### config.mk
export PLATFORM = sky130hd
export DESIGN_NAME = sohpf_ctrl
export DESIGN_NICKNAME = d
export VERILOG_FILES = /design/src/sv/sohpf_pkg.sv /design/src/sv/sohpf_ctrl.sv
export SDC_FILE = /design/constraint.sdc
export NUM_CORES = 1
export LEC_CHECK = 0
export BUFFER_PORTS_ARGS = -buffer_cell sky130_fd_sc_hd__buf_2
export CORE_MARGIN = 2
export CORE_UTILIZATION = 26
export DETAILED_ROUTE_END_ITERATION = 8
export HOLD_SLACK_MARGIN = 0.08
export SYNTH_ARGS = -nofsm -noshare
export SYNTH_HDL_FRONTEND = slang
export SYNTH_SLANG_ARGS = --single-unit
export TNS_END_PERCENT = 5
### constraint.sdc
create_clock -name clock -period 2.3 [get_ports clock]
set_input_delay 0.115 -clock clock [delete_from_list [all_inputs] [get_ports clock]]
set_output_delay 0.115 -clock clock [all_outputs]
set_load 0.1 [all_outputs]
### src/sv/sohpf_pkg.sv
// Package for the second-order high-pass filter: widths, payload structs,
// controller states and the command/status structs between control and datapath.
// No dependencies.
package sohpf_pkg;

   localparam int DATA_WIDTH      = 32;
   localparam int STEP_WIDTH      = 16;
   localparam int CFG_WIDTH       = 32;
   localparam int CSR_INDEX_WIDTH = 1;

   localparam int SCALE_SHIFT = 2 * STEP_WIDTH;
   localparam int T1S_WIDTH   = CFG_WIDTH + STEP_WIDTH;
   localparam int T2DT_WIDTH  = CFG_WIDTH + STEP_WIDTH;
   localparam int DTSQ_WIDTH  = 2 * STEP_WIDTH;
   localparam int DEN_WIDTH   = T1S_WIDTH + 2;
   localparam int COEF_WIDTH  = T1S_WIDTH + 2;
   localparam int DIFF_WIDTH  = DATA_WIDTH + 2;
   localparam int NUM_WIDTH   = DATA_WIDTH + COEF_WIDTH + 2;
   localparam int MUL_B_WIDTH = 32;
   localparam int PROD_WIDTH  = DATA_WIDTH + MUL_B_WIDTH + 1;
   localparam int CNT_WIDTH   = $clog2(DATA_WIDTH);

   localparam logic [CSR_INDEX_WIDTH-1:0] CSR_TIME_CONST_ONE = 1'b0;
   localparam logic [CSR_INDEX_WIDTH-1:0] CSR_TIME_CONST_TWO = 1'b1;

   localparam logic [CFG_WIDTH-1:0] TIME_CONST_RESET = CFG_WIDTH'(65536);

   typedef struct packed {
      logic signed [DATA_WIDTH-1:0] sample_in;
      logic [STEP_WIDTH-1:0]        time_step;
   } req_type;

   typedef struct packed {
      logic signed [DATA_WIDTH-1:0] sample_out;
      logic                         invalid;
   } rsp_type;

   typedef enum logic [3:0] {
      ST_IDLE,
      ST_PREP,
      ST_COEF,
      ST_MUL_A,
      ST_ACC_A,
      ST_MUL_B,
      ST_ACC_B,
      ST_MUL_C,
      ST_ACC_C,
      ST_SIGN,
      ST_CHECK,
      ST_DIV,
      ST_FINISH
   } state_type;

   typedef enum logic [1:0] {
      MUL_Y1_LO,
      MUL_Y1_HI,
      MUL_Y2_T1
   } mul_op_type;

   typedef struct packed {
      logic       load;
      logic       prep;
      logic       coef;
      logic       mul;
      logic       accum;
      mul_op_type op;
      logic       sign;
      logic       check;
      logic       div_step;
      logic       finish;
   } dp_cmd_type;

   typedef struct packed {
      logic den_zero;
      logic over;
   } dp_status_type;

endpackage

### src/sv/sohpf_ctrl.sv
// Controller of the high-pass filter: sequences prep, multiply-accumulate,
// division and result handoff; owns the handshakes. Depends on sohpf_pkg.
module sohpf_ctrl (
   input  logic                     clock,
   input  logic                     reset,
   input  logic                     req_valid,
   output logic                     req_stall,
   output logic                     rsp_valid,
   input  logic                     rsp_stall,
   input  sohpf_pkg::dp_status_type status,
   output sohpf_pkg::dp_cmd_type    cmd
);
   import sohpf_pkg::*;

   state_type             state_ff, state_in;
   logic [CNT_WIDTH-1:0]  cnt_ff, cnt_in;
   logic                  rsp_valid_ff, rsp_valid_in;

   always_ff @(posedge clock) begin
      if (reset) begin
         state_ff     <= ST_IDLE;
         cnt_ff       <= '0;
         rsp_valid_ff <= 1'b0;
      end else begin
         state_ff     <= state_in;
         cnt_ff       <= cnt_in;
         rsp_valid_ff <= rsp_valid_in;
      end
   end

   always_comb begin
      cmd          = '0;
      cmd.op       = MUL_Y1_LO;
      state_in     = state_ff;
      cnt_in       = cnt_ff;
      rsp_valid_in = rsp_valid_ff && rsp_stall;
      unique case (state_ff)
         ST_IDLE: begin
            if (req_valid) begin
               cmd.load = 1'b1;
               state_in = ST_PREP;
            end
         end
         ST_PREP: begin
            cmd.prep = 1'b1;
            state_in = ST_COEF;
         end
         ST_COEF: begin
            cmd.coef = 1'b1;
            state_in = ST_MUL_A;
         end
         ST_MUL_A: begin
            cmd.mul  = 1'b1;
            cmd.op   = MUL_Y1_LO;
            state_in = ST_ACC_A;
         end
         ST_ACC_A: begin
            cmd.accum = 1'b1;
            cmd.op    = MUL_Y1_LO;
            state_in  = ST_MUL_B;
         end
         ST_MUL_B: begin
            cmd.mul  = 1'b1;
            cmd.op   = MUL_Y1_HI;
            state_in = ST_ACC_B;
         end
         ST_ACC_B: begin
            cmd.accum = 1'b1;
            cmd.op    = MUL_Y1_HI;
            state_in  = ST_MUL_C;
         end
         ST_MUL_C: begin
            cmd.mul  = 1'b1;
            cmd.op   = MUL_Y2_T1;
            state_in = ST_ACC_C;
         end
         ST_ACC_C: begin
            cmd.accum = 1'b1;
            cmd.op    = MUL_Y2_T1;
            state_in  = ST_SIGN;
         end
         ST_SIGN: begin
            cmd.sign = 1'b1;
            state_in = ST_CHECK;
         end
         ST_CHECK: begin
            cmd.check = 1'b1;
            cnt_in    = CNT_WIDTH'(DATA_WIDTH - 1);
            state_in  = ST_DIV;
         end
         ST_DIV: begin
            cmd.div_step = 1'b1;
            cnt_in       = cnt_ff - CNT_WIDTH'(1);
            if ((cnt_ff == '0) || status.den_zero || status.over) begin
               state_in = ST_FINISH;
            end
         end
         ST_FINISH: begin
            if (!rsp_valid_ff || !rsp_stall) begin
               cmd.finish   = 1'b1;
               rsp_valid_in = 1'b1;
               state_in     = ST_IDLE;
            end
         end
         default: begin
            state_in = ST_IDLE;
         end
      endcase
   end

   assign req_stall = (state_ff != ST_IDLE);
   assign rsp_valid = rsp_valid_ff;

   a_accept_starts: assert property (@(posedge clock) disable iff (reset)
      (req_valid && !req_stall) |=> (state_ff == ST_PREP))
      else $error("accepted item did not start processing");

   a_finish_delivers: assert property (@(posedge clock) disable iff (reset)
      cmd.finish |=> (rsp_valid_ff && (state_ff == ST_IDLE)))
      else $error("finished item not presented");

   a_div_count: assert property (@(posedge clock) disable iff (reset)
      (state_ff == ST_CHECK) |=> ((state_ff == ST_DIV) &&
                                  (cnt_ff == CNT_WIDTH'(DATA_WIDTH - 1))))
      else $error("divider not started with full count");

   a_one_cmd: assert property (@(posedge clock) disable iff (reset)
      $onehot0({cmd.load, cmd.prep, cmd.coef, cmd.mul, cmd.accum, cmd.sign,
                cmd.check, cmd.div_step, cmd.finish}))
      else $error("more than one datapath command");

endmodule

# After elaboration in Yosys (flattened, before gate mapping)
# Index checks and enable logic that the tools add are counted.
[totals]
register_bits = 10
input_bits = 6
word_cells = 53
[op_classes]
add_sub_neg = 1
eq_ne = 15
n_mux = 19
n_reduce_logical = 15
[op_table]
columns = ["operator", "count"]
rows = [
  ["4-bit one-hot mux with 13 select lines", 1],
  ["4-bit == test (second input constant)", 5],
  ["4-bit by 3-bit == test with 1-bit output (second input constant)", 4],
  ["1-bit 2-to-1 mux", 13],
  ["4-bit 2-to-1 mux", 3],
  ["5-bit one-hot mux with 2 select lines", 1],
  ["4-bit by 2-bit == test with 1-bit output (second input constant)", 2],
  ["2-bit inequality test (second input constant)", 3],
  ["3-bit OR reduction", 2],
  ["5-bit logical NOT", 1],
  ["5-bit by 1-bit subtractor with 5-bit output (second input constant)", 1],
  ["4-bit by 1-bit == test with 1-bit output (second input constant)", 1],
  ["4-bit logical NOT", 1],
  ["2-bit one-hot mux with 2 select lines", 1],
  ["4-bit nonzero test", 1],
  ["2-bit OR reduction", 2],
  ["1-bit logical OR", 3],
  ["3-bit AND reduction", 1],
  ["1-bit logical NOT", 2],
  ["2-bit nonzero test", 1],
  ["1-bit logical AND", 1],
]

# Depth between registers and ports, before layout
# Gate-level depths: netlist (run 1).
[depth]
ltp_word = 5
ltp_mapped = 6

# Worst setup path before layout (run 1)
# OpenSTA, ideal clock, no wires.
[synth_path]
path_type = "reg2out"
from = "register state_ff[0]"
to = "output port cmd[8] in the netlist's numbering"
t_arrival_ns = 3.414
required_time_ns = 2.185
setup_slack_ns = -1.229
stages_incl_launch_ff = 3
n_path_buf = 1
path_cell_list = "dfxtp_1 > buf_1 > nor4_1"
[synth_lines]
columns = ["item", "line_no", "text"]
rows = [
  ["from (decl)", "sohpf_ctrl.sv:15", "state_type state_ff, state_in;"],
  ["from (signal assigned)", "sohpf_ctrl.sv:25", "state_ff <= state_in;"],
  ["to (decl)", "sohpf_ctrl.sv:11", "output sohpf_pkg::dp_cmd_type cmd"],
]

==> reports/metrics.yaml, run 1 <==
logic_synthesis:
  yosysWarnings: 0
  syn_area_per_cell_um2: 8.44
  synth.distinct_cells: 36
  synthAdderAreaFrac_pct: 1.88
  synth_ff_type: "dfxtp_1"
  yosysTopAreaCell: "dfxtp_1"
  synth-edff-count: 0
  syn_nets: 86
  synth_xor_area_share_pct: 1.31
  synth_async_sr_flop_share_pct: 0
  synth.mux.area_fraction_pct: 0
  synthTopCellsByCount: "a21oi_1 (10), dfxtp_1 (10), nor2_1 (9)"
  seq_area_frac_synth_pct: 30.0
  synth-seq-cells: 10
  synthesis.area_um2: 667
  synth_cells: 79
  synthSimpleGateAreaFrac_pct: 31.7
  synth_compound_area_share_pct: 26.5
  synth_area_leaders: "dfxtp_1 (30%), a21oi_1 (7.5%), nor2_1 (5.1%)"
  synth_top_area_share_pct: 30.0
  synth_top_family_by_area: "simple AND/OR/NAND/NOR gates"
clock_network:
  cts_num_sinks: 10
  post_cts_resized: 0
  htreeDepth: 1
  cts_made_buffers: 3
  holdBufCountCts: 0
  clk_latency_ns: 0.26
  cts_max_path_buffers: 2
  cts_tree: "built"
  cts.reportedPaths.clkPinSlew_ns: 0.06
  cts_root_buf: "clkbuf_4"
  cts_setup_buffers: 0
die:
  die_h_um: 54.6
  start_util_pct: 27.2
  core_area_um2: 2450
  dieArea_um2: 2990
  num_rows: 18
  chipWidth_um: 54.6
  io_pins: 19
timing:
  fmax_ghz: 0.471
  tns_ns: 0
  period_minus_slack_ns: 2.12
  clock_skew_ns: 0.00185
  finalCritPeriodShare_pct: 92.3
  fin_ws_ns: 0.176
  finalHoldViolCount: 0
  worst_pin_slew_ns: 0.505
  finalSetupViolations: 0
  grt_setup_unrepaired: "false"
  slew_headroom_pct: 66.3
  final_max_slew_viol_count: 0
placed_design:
  gp_congestion: 0.830
  hpwl_um: 1120
  port-buffer-count: 18
  preCtsSetupSlack_ns: 0.461
  placed_cell_area_um2: 771
route:
  wirelength_um: 1490
  num_vias: 614
  ant_nets: 0
  wl_per_cell_um: 12.0
  drc: 0
  drtIter0Drc: 14
  via_per_inst: 4.95
  dr.pass1.iters: 4
layout:
  final_cell_area_um2: 793
  antenna_cells: 0
  layout-drive-gt1-share_pct: 38.3
  final_nets: 103
  area_delta_synth_final_pct: 18.9
pwr:
  p_switching_mw: 0.627
  power.share.sequential_pct: 26.1
  power_density_nw_per_um2: 1310
  p_int_mw: 0.409
  p_leak_nw: 0.316
  clockPowerShare_pct: 11.1
  combPwrFrac_pct: 62.8
  max-vdd-ir-drop_uv: 821
  swShare_pct: 60.5
worst_setup_path:
  path_delay_family: "simple AND/OR/NAND/NOR gates"
  r2r_slack_ns: 0.49
  end_kind: "output pin"
  required_ns: 2.18
  critical_path.max_stage_delay_ns: 0.51
  start_kind: "flop"
  cpMaxStageDelayCell: "dfxtp_1"
  cp.arrival_ns: 2.01
  critPathKind: "flop to output pin"
  crit_buf_inv: 1
  crit_chain: "or2b_2, or2_2, nor2_1, buf_2"
  cp_max_fo: 11
hold_path:
  hold_path_class: "primary input to flop"
flow_run:
  maxCapViolCount: 0
global_routing:
  grt_pass1_wl_um: 2510
  grt_overflow: 0
  grt_use_total_pct: 11.9
  grt_max_degree: 15
  antenna_found_initial: 0
  grt_pass1_vias: 558
outcome:
  status: "completed"
[routing by layer]
layer / vias up / share of wire (%) / global-route usage, %
met4: 0 / 0 / 2.50
met5: - / 0 / 0
li1: 311 / - / -
met1: 286 / 50 / 15.9
met3: 0 / 4.7 / 4.92
met2: 17 / 45 / 17.7
[cell usage in the layout, fill, tap and decap left out, types with 3 or more instances in the layout]
| cell type | n |
|---|---|
| dfxtp_1 | 10 |
| nand2b_1 | 3 |
| buf_2 | 18 |
| nor2_1 | 9 |
| nor3_1 | 3 |
| inv_1 | 6 |
| a21oi_1 | 10 |
| nand2_1 | 5 |
| clkbuf_4 | 3 |
[power groups by stage]
stage               sequential, mW  clock (mW)  combinational [mW]
finish                       0.271       0.115               0.650
global route                 0.281       0.134               0.684
floorplan                    0.223           0               0.631
CTS                          0.270       0.123               0.655
detailed placement           0.273           0               0.652
global placement             0.272           0               0.649
[path summary, 6_finish.rpt]
kind / start / to / depth (start not counted)
max reg2reg: cnt_ff[0] / state_ff[2] / 6
max: state_ff[3] / cmd[2] / 4
min reg2reg: cnt_ff[1] / cnt_ff[1] / 2
min: reset / rsp_valid / 2
[area by class of cell]
| type | instances | area (um2) |
|---|---|---|
| clock buffers | 3 | 22.5 |
| fillers | 275 | 1660 |
| inverters | 6 | 22.5 |
| multi-input cells | 57 | 420 |
| flip-flops and latches | 10 | 200 |
| well taps | 30 | 37.5 |
| repair buffers | 18 | 90.1 |
[logic make-up (layout without fill, tap and decap cells)]
kind of cell	Yosys count	in the layout
buffers and inverters	12	27
AND/OR/NAND/NOR	34	34
AO/OA/AOI/OAI	21	21
flip-flops	10	10
XOR/XNOR	1	1
adder cells (fa/ha/maj)	1	1
[flip-flops by register name, summed over array words and instances (netlist names)]
signal     cells
rsp_valid      1
cnt_ff         5
state_ff       4
[stage by stage]
| step | power, mW | utilization (%) | hold slack, ns | instances |
|---|---|---|---|---|
| finish | 1.04 | 32.3 | 0.179 | 124 |
| floorplan | 0.854 | - | 0.353 | 79 |
| CTS | 1.05 | 32.3 | 0.163 | 124 |
| global route | 1.10 | 32.3 | 0.167 | 124 |
| global placement | 0.921 | 31.4 | 0.428 | 121 |
| detailed placement | 0.926 | 31.4 | 0.438 | 121 |
Note: power is estimated with default switching activity, not from simulation.
==> inputs of run 2 (changes only) <==
--- a/config.mk
+++ b/config.mk
@@ -6,10 +6,13 @@
 export NUM_CORES = 1
 export LEC_CHECK = 0
 export BUFFER_PORTS_ARGS = -buffer_cell sky130_fd_sc_hd__buf_2
+export CELL_PAD_IN_SITES_DETAIL_PLACEMENT = 1
+export CELL_PAD_IN_SITES_GLOBAL_PLACEMENT = 1
 export CORE_MARGIN = 2
 export CORE_UTILIZATION = 26
 export DETAILED_ROUTE_END_ITERATION = 8
 export HOLD_SLACK_MARGIN = 0.08
+export PLACE_DENSITY_LB_ADDON = 0.1
 export SYNTH_ARGS = -nofsm -noshare
 export SYNTH_HDL_FRONTEND = slang
 export SYNTH_SLANG_ARGS = --single-unit
==> reports/metrics.yaml, run 2 (synthesis results as in run 1) <==
clock_network:
  cts_tree: "built"
  cts_root_buf: "clkbuf_4"
  post_cts_resized: 0
  cts_max_path_buffers: 2
  cts_made_buffers: 3
  htreeDepth: 1
  holdBufCountCts: 0
  cts_num_sinks: 10
  clk_latency_ns: 0.27
  cts.reportedPaths.clkPinSlew_ns: 0.07
  cts_setup_buffers: 0
layout:
  largest_reg_flops: 5
  area_delta_synth_final_pct: 21.0
  utilization_pct: 32.9
  antenna_cells: 0
  final_nets: 103
  top_register: "cnt_ff"
  layout-drive-gt1-share_pct: 38.9
  final_common_cell: "buf_2"
  layout_common_cells: "buf_2 (18), a21oi_1 (10), dfxtp_1 (10)"
global_routing:
  grt_max_degree: 15
  antenna_found_initial: 0
  grt_use_total_pct: 13.1
  grt_pass1_vias: 620
  grt_pass1_wl_um: 2730
  grt_overflow: 0
placed_design:
  port-buffer-count: 18
  hpwl_um: 1250
  gp_congestion: 0.706
die:
  io_pins: 19
  core_area_um2: 2450
  dieArea_um2: 2990
  die_h_um: 54.6
  chipWidth_um: 54.6
  num_rows: 18
  start_util_pct: 27.2
worst_setup_path:
  required_ns: 2.18
  start_kind: "flop"
  regToRegEndpoint: "state_ff[2]"
  cp.arrival_ns: 2.02
  r2r_slack_ns: 0.45
  r2r_cells: 6
  cp_max_fo: 11
  critPathKind: "flop to output pin"
  r2r-start: "cnt_ff[0]"
  critPathLaunch: "state_ff[3]"
  end_kind: "output pin"
  crit_end: "cmd[2]"
route:
  drc: 0
  ant_nets: 0
  wl_per_cell_um: 13.3
  wirelength_um: 1660
  dr.pass1.iters: 3
  num_vias: 628
  via_per_inst: 5.02
  drtIter0Drc: 4
timing:
  finalCritPeriodShare_pct: 92.8
  tns_ns: 0
  clock_skew_ns: 0.00504
  period_minus_slack_ns: 2.13
  finalSetupViolations: 0
  worst_pin_slew_ns: 0.522
  final_max_slew_viol_count: 0
  finalHoldViolCount: 0
  grt_setup_unrepaired: "false"
  fmax_ghz: 0.469
  slew_headroom_pct: 65.1
hold_path:
  hold_path_class: "primary input to flop"
outcome:
  status: "completed"
pwr:
  p_leak_nw: 0.324
  power_density_nw_per_um2: 1350
  max-vdd-ir-drop_uv: 610
flow_run:
  maxCapViolCount: 0
==> run 2: cell types whose count changed in the layout (fill, tap and decap cells not counted) <==
| cell | previous run | this run |
|---|---|---|
| clkbuf_8 | 0 | 1 |
==> run 2: cell type report <==
class / count / area (um2)
clock buffers: 4 / 36.3
fillers: 306 / 1650
inverters: 6 / 22.5
multi-input cells: 57 / 420
flip-flops and latches: 10 / 200
well taps: 30 / 37.5
repair buffers: 18 / 90.1
==> run 2: metrics by stage <==
stage	hold slack, ns	power [mW]	cells	setup WS, ns	area (um2)
global placement	0.441	0.934	121	0.471	771
detailed placement	0.435	0.936	121	0.443	771
global route	0.160	1.15	125	0.0631	807
floorplan	0.353	0.854	79	-0.690	678
finish	0.152	1.09	125	0.166	807
CTS	0.148	1.10	125	0.157	807
==> run 2: worst min-delay path by stage <==
stage / cells after the start / endpoint / from
after floorplan: 2 / rsp_valid / rsp_stall
after global placement: 2 / rsp_valid / reset
after detailed placement: 2 / rsp_valid / reset
after CTS: 2 / rsp_valid / reset
after global routing: 2 / cnt_ff[2] / reset
final: 2 / rsp_valid / reset
==> run 2: where the power goes <==
group	switching [mW]	total [mW]	leakage, nW	internal, mW
clock network	0.0645	0.161	0.0210	0.0961
registers	0.0708	0.273	0.0815	0.202
logic	0.506	0.653	0.221	0.147
==> run 2: worst max-delay path: stages (launching register included) <==
cell	delay [ns]
dfxtp_1	0.52
or2b_2	0.41
or2_2	0.31
nor2_1	0.08
buf_2	0.43
==> run 2: per-layer routing <==
metal | track usage (%) | part of all wire, % | up-vias
met5 | 0 | 0 | -
met4 | 5.00 | 1.1 | 0
li1 | - | - | 313
met1 | 15.2 | 45 | 301
met3 | 4.92 | 4.3 | 2
met2 | 21.6 | 49 | 12
